[src/sv/record_header_crc_checker_top_macros.svh]
`ifndef RECORD_HEADER_CRC_CHECKER_TOP_MACROS_SVH
`define RECORD_HEADER_CRC_CHECKER_TOP_MACROS_SVH

// same-cycle implication, checked out of reset
`define RHCC_ASSERT_SAME(label, ante, cons, msg) \
    label: assert property (@(posedge clk) disable iff (!rst_n) (ante) |-> (cons)) \
        else $error(msg);

// next-cycle implication, checked out of reset
`define RHCC_ASSERT_NEXT(label, ante, cons, msg) \
    label: assert property (@(posedge clk) disable iff (!rst_n) (ante) |=> (cons)) \
        else $error(msg);

`endif

[src/sv/rhcc_pkg.sv]
`timescale 1ns / 1ps
`default_nettype none

package rhcc_pkg;

    localparam int MAX_RECORD_BYTES_DEF = 4096;
    localparam int HEADER_BYTES         = 20;
    localparam int CRC_HEADER_BYTES     = 16;

    localparam logic [31:0] CRC_POLY     = 32'hEDB8_8320;
    localparam logic [31:0] CRC_INIT     = 32'hFFFF_FFFF;
    localparam logic [7:0]  ERASED_BYTE  = 8'hFF;
    localparam logic [15:0] LEGACY_VERSION     = 16'd1;
    localparam logic [15:0] HEADER_LEN_EXPECT  = 16'd20;

    localparam logic [1:0] ST_VALID       = 2'd0;
    localparam logic [1:0] ST_EMPTY       = 2'd1;
    localparam logic [1:0] ST_CORRUPT     = 2'd2;
    localparam logic [1:0] ST_UNSUPPORTED = 2'd3;

    localparam logic [1:0] REG_CURRENT_VERSION     = 2'd0;
    localparam logic [1:0] REG_LEGACY_PAYLOAD_LEN  = 2'd1;
    localparam logic [1:0] REG_CURRENT_PAYLOAD_LEN = 2'd2;

    localparam logic [15:0] CURRENT_VERSION_RST = 16'd2;

    // record summary after the byte just taken
    typedef struct packed {
        logic        too_short;
        logic        overlong;
        logic        erased;
        logic        magic_ok;
        logic [15:0] header_len;
        logic        payload_too_big;
        logic [15:0] version;
        logic [31:0] payload_len;
        logic [31:0] sequence_num;
        logic        crc_ok;
    } rec_t;

    function automatic logic [7:0] magic_byte(input logic [1:0] pos);
        logic [7:0] val;
        case (pos)
            2'd0:    val = 8'h50;
            2'd1:    val = 8'h43;
            2'd2:    val = 8'h41;
            default: val = 8'h4C;
        endcase
        return val;
    endfunction

endpackage

`default_nettype wire

[src/sv/record_header_crc_checker_top.sv]
// A last byte in stage one loads its result and out_valid once the output stage is free.
// Throughput: one byte per cycle unless stalled; the byte-wide CRC-32 sets the cycle path.
// A result held under out_stall stalls intake only once the next last byte reaches stage one.
// Reset (rst_n low, asynchronous) clears the record state, empties both stages
// and restores the registers: current_version 2, payload lengths 0.
`timescale 1ns / 1ps
`default_nettype none
`include "record_header_crc_checker_top_macros.svh"

module record_header_crc_checker_top #(
    parameter int MAX_RECORD_BYTES = rhcc_pkg::MAX_RECORD_BYTES_DEF
) (
    input  wire logic        clk,
    input  wire logic        rst_n,
    input  wire logic        cfg_wen,
    input  wire logic [1:0]  cfg_index,
    input  wire logic [15:0] cfg_data,
    input  wire logic        in_valid,
    output logic             in_stall,
    input  wire logic [7:0]  record_byte,
    input  wire logic        last_byte,
    output logic             out_valid,
    input  wire logic        out_stall,
    output logic [1:0]       status,
    output logic [31:0]      sequence_number,
    output logic [15:0]      record_version
);

    logic [15:0] current_version_reg;
    logic [11:0] legacy_payload_len_reg;
    logic [11:0] current_payload_len_reg;

    logic        s1_valid_reg;
    logic [7:0]  s1_byte_reg;
    logic        s1_last_reg;
    logic        s1_fire;
    logic        in_accept;

    logic        out_valid_reg;
    logic [1:0]  status_reg;
    logic [31:0] sequence_reg;
    logic [15:0] version_reg;
    logic        out_free;
    logic        out_load;

    rhcc_pkg::rec_t rec;
    logic [1:0]     status_next;
    logic [31:0]    sequence_next;
    logic [15:0]    version_next;

    always_ff @(posedge clk or negedge rst_n)
    begin
        if (!rst_n)
        begin
            current_version_reg     <= rhcc_pkg::CURRENT_VERSION_RST;
            legacy_payload_len_reg  <= '0;
            current_payload_len_reg <= '0;
        end
        else if (cfg_wen)
        begin
            case (cfg_index)
                rhcc_pkg::REG_CURRENT_VERSION:     current_version_reg     <= cfg_data;
                rhcc_pkg::REG_LEGACY_PAYLOAD_LEN:  legacy_payload_len_reg  <= cfg_data[11:0];
                rhcc_pkg::REG_CURRENT_PAYLOAD_LEN: current_payload_len_reg <= cfg_data[11:0];
                default:                           ;
            endcase
        end
    end

    assign out_free  = !out_valid_reg || !out_stall;
    assign s1_fire   = s1_valid_reg && (!s1_last_reg || out_free);
    assign out_load  = s1_fire && s1_last_reg;
    assign in_stall  = s1_valid_reg && !s1_fire;
    assign in_accept = in_valid && !in_stall;

    always_ff @(posedge clk or negedge rst_n)
    begin
        if (!rst_n)
        begin
            s1_valid_reg <= 1'b0;
        end
        else if (in_accept)
        begin
            s1_valid_reg <= 1'b1;
        end
        else if (s1_fire)
        begin
            s1_valid_reg <= 1'b0;
        end
    end

    always_ff @(posedge clk)
    begin
        if (in_accept)
        begin
            s1_byte_reg <= record_byte;
            s1_last_reg <= last_byte;
        end
    end

    rhcc_track #(
        .MAX_RECORD_BYTES (MAX_RECORD_BYTES)
    ) u_track (
        .clk       (clk),
        .rst_n     (rst_n),
        .fire      (s1_fire),
        .data_byte (s1_byte_reg),
        .last      (s1_last_reg),
        .rec       (rec)
    );

    rhcc_judge u_judge (
        .rec                 (rec),
        .current_version     (current_version_reg),
        .legacy_payload_len  (legacy_payload_len_reg),
        .current_payload_len (current_payload_len_reg),
        .status              (status_next),
        .sequence_number     (sequence_next),
        .record_version      (version_next)
    );

    always_ff @(posedge clk or negedge rst_n)
    begin
        if (!rst_n)
        begin
            out_valid_reg <= 1'b0;
        end
        else if (out_load)
        begin
            out_valid_reg <= 1'b1;
        end
        else if (!out_stall)
        begin
            out_valid_reg <= 1'b0;
        end
    end

    always_ff @(posedge clk)
    begin
        if (out_load)
        begin
            status_reg   <= status_next;
            sequence_reg <= sequence_next;
            version_reg  <= version_next;
        end
    end

    assign out_valid       = out_valid_reg;
    assign status          = status_reg;
    assign sequence_number = sequence_reg;
    assign record_version  = version_reg;

    `RHCC_ASSERT_SAME(a_seq_zero_unless_valid, out_valid && status != rhcc_pkg::ST_VALID, sequence_number == 32'd0, "sequence number set on a non-valid status")
    `RHCC_ASSERT_SAME(a_empty_version_erased, out_valid && status == rhcc_pkg::ST_EMPTY, record_version == 16'hFFFF, "empty status with a non-erased version field")
    `RHCC_ASSERT_NEXT(a_last_gives_result, out_load, out_valid, "last byte processed without a result")
    `RHCC_ASSERT_SAME(a_stall_only_when_held, in_stall, s1_valid_reg && !s1_fire, "input stalled with a free stage")

endmodule

`default_nettype wire

[src/sv/rhcc_track.sv]
`timescale 1ns / 1ps
`default_nettype none

module rhcc_track #(
    parameter int MAX_RECORD_BYTES = rhcc_pkg::MAX_RECORD_BYTES_DEF
) (
    input  wire logic        clk,
    input  wire logic        rst_n,
    input  wire logic        fire,
    input  wire logic [7:0]  data_byte,
    input  wire logic        last,
    output rhcc_pkg::rec_t   rec
);

    localparam int CNT_W = $clog2(MAX_RECORD_BYTES + 1);

    function automatic logic [31:0] crc_byte(input logic [31:0] crc_in, input logic [7:0] b);
        logic [31:0] c;
        c = crc_in ^ {24'd0, b};
        for (int k = 0; k < 8; k++)
        begin
            c = (c >> 1) ^ (rhcc_pkg::CRC_POLY & {32{c[0]}});
        end
        return c;
    endfunction

    logic [CNT_W-1:0] byte_count_reg, byte_count_next;
    logic             all_erased_reg, all_erased_next;
    logic             magic_match_reg, magic_match_next;
    logic [15:0]      version_reg, version_next;
    logic [15:0]      header_len_reg, header_len_next;
    logic [31:0]      payload_len_reg, payload_len_next;
    logic [31:0]      sequence_reg, sequence_next;
    logic [31:0]      stored_crc_reg, stored_crc_next;
    logic [31:0]      crc_reg, crc_next;
    logic             overlong_reg, overlong_next;

    logic [CNT_W-1:0] idx;
    logic [CNT_W-1:0] payload_idx;
    logic [CNT_W-1:0] body_bytes;

    assign idx         = byte_count_reg;
    assign payload_idx = idx - CNT_W'(rhcc_pkg::HEADER_BYTES);
    assign body_bytes  = byte_count_next - CNT_W'(rhcc_pkg::HEADER_BYTES);

    always_comb
    begin
        byte_count_next  = byte_count_reg;
        all_erased_next  = all_erased_reg;
        magic_match_next = magic_match_reg;
        version_next     = version_reg;
        header_len_next  = header_len_reg;
        payload_len_next = payload_len_reg;
        sequence_next    = sequence_reg;
        stored_crc_next  = stored_crc_reg;
        crc_next         = crc_reg;
        overlong_next    = overlong_reg;

        if (byte_count_reg == CNT_W'(MAX_RECORD_BYTES))
        begin
            overlong_next = 1'b1;
        end
        else
        begin
            byte_count_next = byte_count_reg + CNT_W'(1);
            if (data_byte != rhcc_pkg::ERASED_BYTE)
            begin
                all_erased_next = 1'b0;
            end
            if (idx < CNT_W'(4))
            begin
                if (data_byte != rhcc_pkg::magic_byte(idx[1:0]))
                begin
                    magic_match_next = 1'b0;
                end
            end
            else if (idx < CNT_W'(6))
            begin
                version_next[{idx[0], 3'b000} +: 8] = data_byte;
            end
            else if (idx < CNT_W'(8))
            begin
                header_len_next[{idx[0], 3'b000} +: 8] = data_byte;
            end
            else if (idx < CNT_W'(12))
            begin
                payload_len_next[{idx[1:0], 3'b000} +: 8] = data_byte;
            end
            else if (idx < CNT_W'(16))
            begin
                sequence_next[{idx[1:0], 3'b000} +: 8] = data_byte;
            end
            else if (idx < CNT_W'(rhcc_pkg::HEADER_BYTES))
            begin
                stored_crc_next[{idx[1:0], 3'b000} +: 8] = data_byte;
            end

            if (idx < CNT_W'(rhcc_pkg::CRC_HEADER_BYTES) ||
                (idx >= CNT_W'(rhcc_pkg::HEADER_BYTES) &&
                 {{(32-CNT_W){1'b0}}, payload_idx} < payload_len_reg))
            begin
                crc_next = crc_byte(crc_reg, data_byte);
            end
        end
    end

    always_comb
    begin
        rec.too_short       = byte_count_next < CNT_W'(rhcc_pkg::HEADER_BYTES);
        rec.overlong        = overlong_next;
        rec.erased          = all_erased_next;
        rec.magic_ok        = magic_match_next;
        rec.header_len      = header_len_next;
        rec.payload_too_big = payload_len_next > {{(32-CNT_W){1'b0}}, body_bytes};
        rec.version         = version_next;
        rec.payload_len     = payload_len_next;
        rec.sequence_num    = sequence_next;
        rec.crc_ok          = (~crc_next) == stored_crc_next;
    end

    // clear on the last byte, advance otherwise
    always_ff @(posedge clk or negedge rst_n)
    begin
        if (!rst_n)
        begin
            byte_count_reg  <= '0;
            all_erased_reg  <= 1'b1;
            magic_match_reg <= 1'b1;
            version_reg     <= '0;
            header_len_reg  <= '0;
            payload_len_reg <= '0;
            sequence_reg    <= '0;
            stored_crc_reg  <= '0;
            crc_reg         <= rhcc_pkg::CRC_INIT;
            overlong_reg    <= 1'b0;
        end
        else if (fire)
        begin
            if (last)
            begin
                byte_count_reg  <= '0;
                all_erased_reg  <= 1'b1;
                magic_match_reg <= 1'b1;
                version_reg     <= '0;
                header_len_reg  <= '0;
                payload_len_reg <= '0;
                sequence_reg    <= '0;
                stored_crc_reg  <= '0;
                crc_reg         <= rhcc_pkg::CRC_INIT;
                overlong_reg    <= 1'b0;
            end
            else
            begin
                byte_count_reg  <= byte_count_next;
                all_erased_reg  <= all_erased_next;
                magic_match_reg <= magic_match_next;
                version_reg     <= version_next;
                header_len_reg  <= header_len_next;
                payload_len_reg <= payload_len_next;
                sequence_reg    <= sequence_next;
                stored_crc_reg  <= stored_crc_next;
                crc_reg         <= crc_next;
                overlong_reg    <= overlong_next;
            end
        end
    end

endmodule

`default_nettype wire

[src/sv/rhcc_judge.sv]
`timescale 1ns / 1ps
`default_nettype none

module rhcc_judge (
    input  wire rhcc_pkg::rec_t rec,
    input  wire logic [15:0]  current_version,
    input  wire logic [11:0]  legacy_payload_len,
    input  wire logic [11:0]  current_payload_len,
    output logic [1:0]        status,
    output logic [31:0]       sequence_number,
    output logic [15:0]       record_version
);

    logic        is_legacy;
    logic [11:0] want_len;

    assign is_legacy = rec.version == rhcc_pkg::LEGACY_VERSION;
    assign want_len  = is_legacy ? legacy_payload_len : current_payload_len;

    always_comb
    begin
        if (rec.too_short || rec.overlong)
        begin
            status = rhcc_pkg::ST_CORRUPT;
        end
        else if (rec.erased)
        begin
            status = rhcc_pkg::ST_EMPTY;
        end
        else if (!rec.magic_ok || rec.header_len != rhcc_pkg::HEADER_LEN_EXPECT ||
                 rec.payload_too_big)
        begin
            status = rhcc_pkg::ST_CORRUPT;
        end
        else if (!is_legacy && rec.version != current_version)
        begin
            status = rhcc_pkg::ST_UNSUPPORTED;
        end
        else if (!rec.crc_ok || rec.payload_len != {20'd0, want_len})
        begin
            status = rhcc_pkg::ST_CORRUPT;
        end
        else
        begin
            status = rhcc_pkg::ST_VALID;
        end
    end

    assign sequence_number = (status == rhcc_pkg::ST_VALID) ? rec.sequence_num : 32'd0;
    assign record_version  = rec.too_short ? 16'd0 : rec.version;

endmodule

`default_nettype wire
[config.mk]
export PLATFORM = sky130hd
export DESIGN_NAME = record_header_crc_checker_top
export DESIGN_NICKNAME = d
export VERILOG_FILES = /design/src/sv/rhcc_pkg.sv /design/src/sv/record_header_crc_checker_top.sv /design/src/sv/rhcc_track.sv /design/src/sv/rhcc_judge.sv
export VERILOG_INCLUDE_DIRS = /design/src /design/src/sv
export SDC_FILE = /design/constraint.sdc
export NUM_CORES = 1
export LEC_CHECK = 0
export ABC_AREA = 1
export BUFFER_PORTS_ARGS = -buffer_cell sky130_fd_sc_hd__buf_2
export CORE_ASPECT_RATIO = 0.5
export CORE_MARGIN = 2
export CORE_UTILIZATION = 37
export CTS_CLUSTER_SIZE = 30
export DETAILED_ROUTE_END_ITERATION = 10
export PLACE_DENSITY_LB_ADDON = 0.08
export SLEW_MARGIN = 5
export SYNTH_ARGS = -nofsm -noshare
export SYNTH_HDL_FRONTEND = slang
export SYNTH_SLANG_ARGS = --single-unit
[constraint.sdc]
create_clock -name clk -period 11.11 [get_ports clk]
set_input_delay 2.222 -clock clk [delete_from_list [all_inputs] [get_ports clk]]
set_output_delay 2.222 -clock clk [all_outputs]
set_load 0.02 [all_outputs]
==> flow_summary.toml <==
[global_routing]
grt_pass1_wl_mm = 90.3
grtUsageTotal_pct = 24.4
first_global_vias = 14174
grt_max_degree = 115
gr-total-overflow = 0
antenna_found_initial = 1

[setup_path]
start_kind = "register"
rr_worst_depth = 28
crit_required_ns = 11.51
cp_data_arrival_time_ns = 6.63
critPathMaxStageDelay_ns = 0.57
path_class = "reg -> reg"
end_kind = "register"
worst_path_max_delay_cell = "nand3_4"
cp_max_fo = 53
path_common_cell = "nor2_1"

[power]
power_frac_clock_pct = 26.7
combPwrFrac_pct = 41.3
p_int_w = 0.00232
peakVddDrop_v = 0.000114
netSwitchingFraction_pct = 41.2
netSwitchingPower_w = 0.00162
power.share.sequential_pct = 32.0
power_density_nw_per_um2 = 204
power.leakage_nw = 9.00

[cts]
cts_sinks = 277
clockBufferDepth = 3
worstSkewPairLatency_ns = 0.59
numCtsBuffers = 29
cts.htree.levels = 1
post_cts_resize_count = 0
cts.reportedPaths.clkPinSlew_ns = 0.07
cts_hold_buf = 0
post-cts-setup-buffers = 0
tritoncts = "yes"
ctsRootBufferMaster = "clkbuf_16"

[sta]
fin_tns_setup_ns = 0
finalMaxSlewViolations = 0
hold_viol_final = 0
max_freq_mhz = 160
min_period_over_period_pct = 56.1
rsz0062_at_grt = "no"
period_minus_slack_ns = 6.23
tightest_slew_ns = 1.25
max-slew-margin-rel_pct = 16.3
postLayoutSetupSlackWorst_ns = 4.88
setup_viol = 0
final.setup_skew_ns = 0.0169

[detailed_routing]
drt-pass1-iter-count = 6
ant_nets = 0
wl_per_cell_um = 20.1
viasPerCell = 5.15
routed_wl_mm = 60.3
drc = 0
vias = 15497
drt-initial-drc-count = 1324

[finish]
antennaDiodeCount = 0
nFillCells = 4862
fin_area_um2 = 19400
layout.nets = 2417
drive_gt1_share_pct = 12.0
syn2layout_area_growth_pct = 10.8

[place]
place_area_um2 = 18400
place_hpwl_mm = 43.1
gp_congestion = 0.909
io_buffers = 83
place_ws_ns = 5.00

[synth]
synth_enable_flop_cells = 59
yosys.cell_count.top_type = "nand2_1"
seq_area_frac_synth_pct = 41.6
yosys-top-cells-area = "dfrtp_1, nand2_1, edfxtp_1, inv_1, o21ai_0"
synthFlopType = "dfrtp_1"
synth_nets = 2382
ys_ff_latch = 277
postSynthCellCount = 2311
synth_top_cell_by_area = "dfrtp_1"
synth_warnings = 0
ys_types = 53
syn_area_um2 = 17500
async_flop_share_pct = 78.7
ys_top_cells_by_count = "nand2_1, inv_1, o21ai_0"
avgSynthCellArea_um2 = 7.56
netlist.area_leader.share_pct = 26.2

[floorplan]
dieHeight_um = 158
core_area_um2 = 46700
pin_count = 84
die-area_um2 = 49100
rows = 56
start_util_pct = 37.4
die_w_um = 311

[hold_path]
hold_path.class = "reg -> reg"
hold_depth = 2

[run]
cap_violations = 0

[outcome]
status = "finished clean"
[metrics by stage]
| step | utilization [%] | hold WS [ns] | instances | power, W |
|---|---|---|---|---|
| 2_1_floorplan | - | 0.448 | 2311 | 0.00243 |
| 3_3_place_gp | 39.3 | 0.463 | 2953 | 0.00288 |
| 3_5_place_dp | 39.3 | 0.468 | 2953 | 0.00287 |
| 4_1_cts | 41.4 | 0.484 | 3007 | 0.00394 |
| 5_1_grt | 41.4 | 0.505 | 3007 | 0.00420 |
| 6_report | 41.4 | 0.484 | 3007 | 0.00395 |
[cells in the final DEF, fill, tap and decap left out, drive strengths merged, types with 6 or more instances in the layout]
cell type,instances
xor2,87
clkinv,8
nand4,35
a21oi,29
nand3b,8
ha,39
clkbuf,41
buf,106
o22ai,120
xnor2,27
dfrtp,183
edfxtp,59
mux2i,6
nor2,172
nand3,112
nor4,8
nor3,20
inv,303
o21ai,226
nand2,705
o211ai,8
o21a,10
dfstp,35
[final timing paths]
| check | from | slack (ns) | to |
|---|---|---|---|
| worst min register to register | current_payload_len_reg[8]$_DFFE_PN0P_ | 0.48 | current_payload_len_reg[8]$_DFFE_PN0P_ |
| worst max-delay path | u_track.byte_count_reg[0]$_DFFE_PN0P_ | 4.88 | sequence_number[16]$_SDFFCE_PP0P_ |
| min in group asynchronous | rst_n | 1.69 | u_track.header_len_reg[15]$_DFFE_PN0P_ |
| max in group asynchronous | rst_n | 8.03 | current_payload_len_reg[1]$_DFFE_PN0P_ |
| worst max register to register | u_track.byte_count_reg[0]$_DFFE_PN0P_ | 4.88 | sequence_number[16]$_SDFFCE_PP0P_ |
| worst min-delay path | current_payload_len_reg[8]$_DFFE_PN0P_ | 0.48 | current_payload_len_reg[8]$_DFFE_PN0P_ |
[power groups by stage]
stage / Clock (W) / Sequential (W) / Combinational, W
global route: 0.00112 / 0.00128 / 0.00180
finish: 0.00106 / 0.00126 / 0.00163
detailed placement: 0 / 0.00128 / 0.00160
floorplan: 0 / 0.00126 / 0.00117
CTS: 0.00108 / 0.00126 / 0.00160
global placement: 0 / 0.00128 / 0.00160
[cell type report]
class	instances	area (um2)	share of cell area, %
clock buffer	41	852	4.40
clock inverter	13	148	0.763
inverter	303	1140	5.91
multi-input combinational	1629	8540	44.1
sequential	277	7270	37.6
tap	638	798	4.12
timing repair buffer	106	598	3.09
[layer usage]
| metal | vias up | global-route usage, % | part of all wire (%) |
|---|---|---|---|
| met4 | 0 | 4.12 | 1.8 |
| met5 | - | 0 | 0 |
| met3 | 74 | 4.49 | 6.9 |
| met2 | 459 | 36.1 | 42 |
| met1 | 7404 | 37.0 | 50 |
| li1 | 7560 | - | - |
[logic make-up (layout without fill, tap and decap cells)]
group | Yosys count | after routing | share of synthesized area, %
simple gates | 1063 | 1063 | 26.8
xor+xnor | 114 | 114 | 5.76
compound gates | 403 | 403 | 12.8
flops | 277 | 277 | 41.6
buf+inv | 405 | 463 | 9.54
fa+ha+maj | 39 | 39 | 2.79
mux | 10 | 10 | 0.602
[worst max-delay path: cells and delay by family (launching register included)]
family | cells | cell delay, ns
AND/OR/NAND/NOR | 14 | 2.36
buffers and inverters | 6 | 1.47
AO/OA/AOI/OAI | 6 | 1.01
adder cells (fa/ha/maj) | 2 | 0.75
flip-flops | 1 | 0.36
Power figures use the tool's default switching activity.
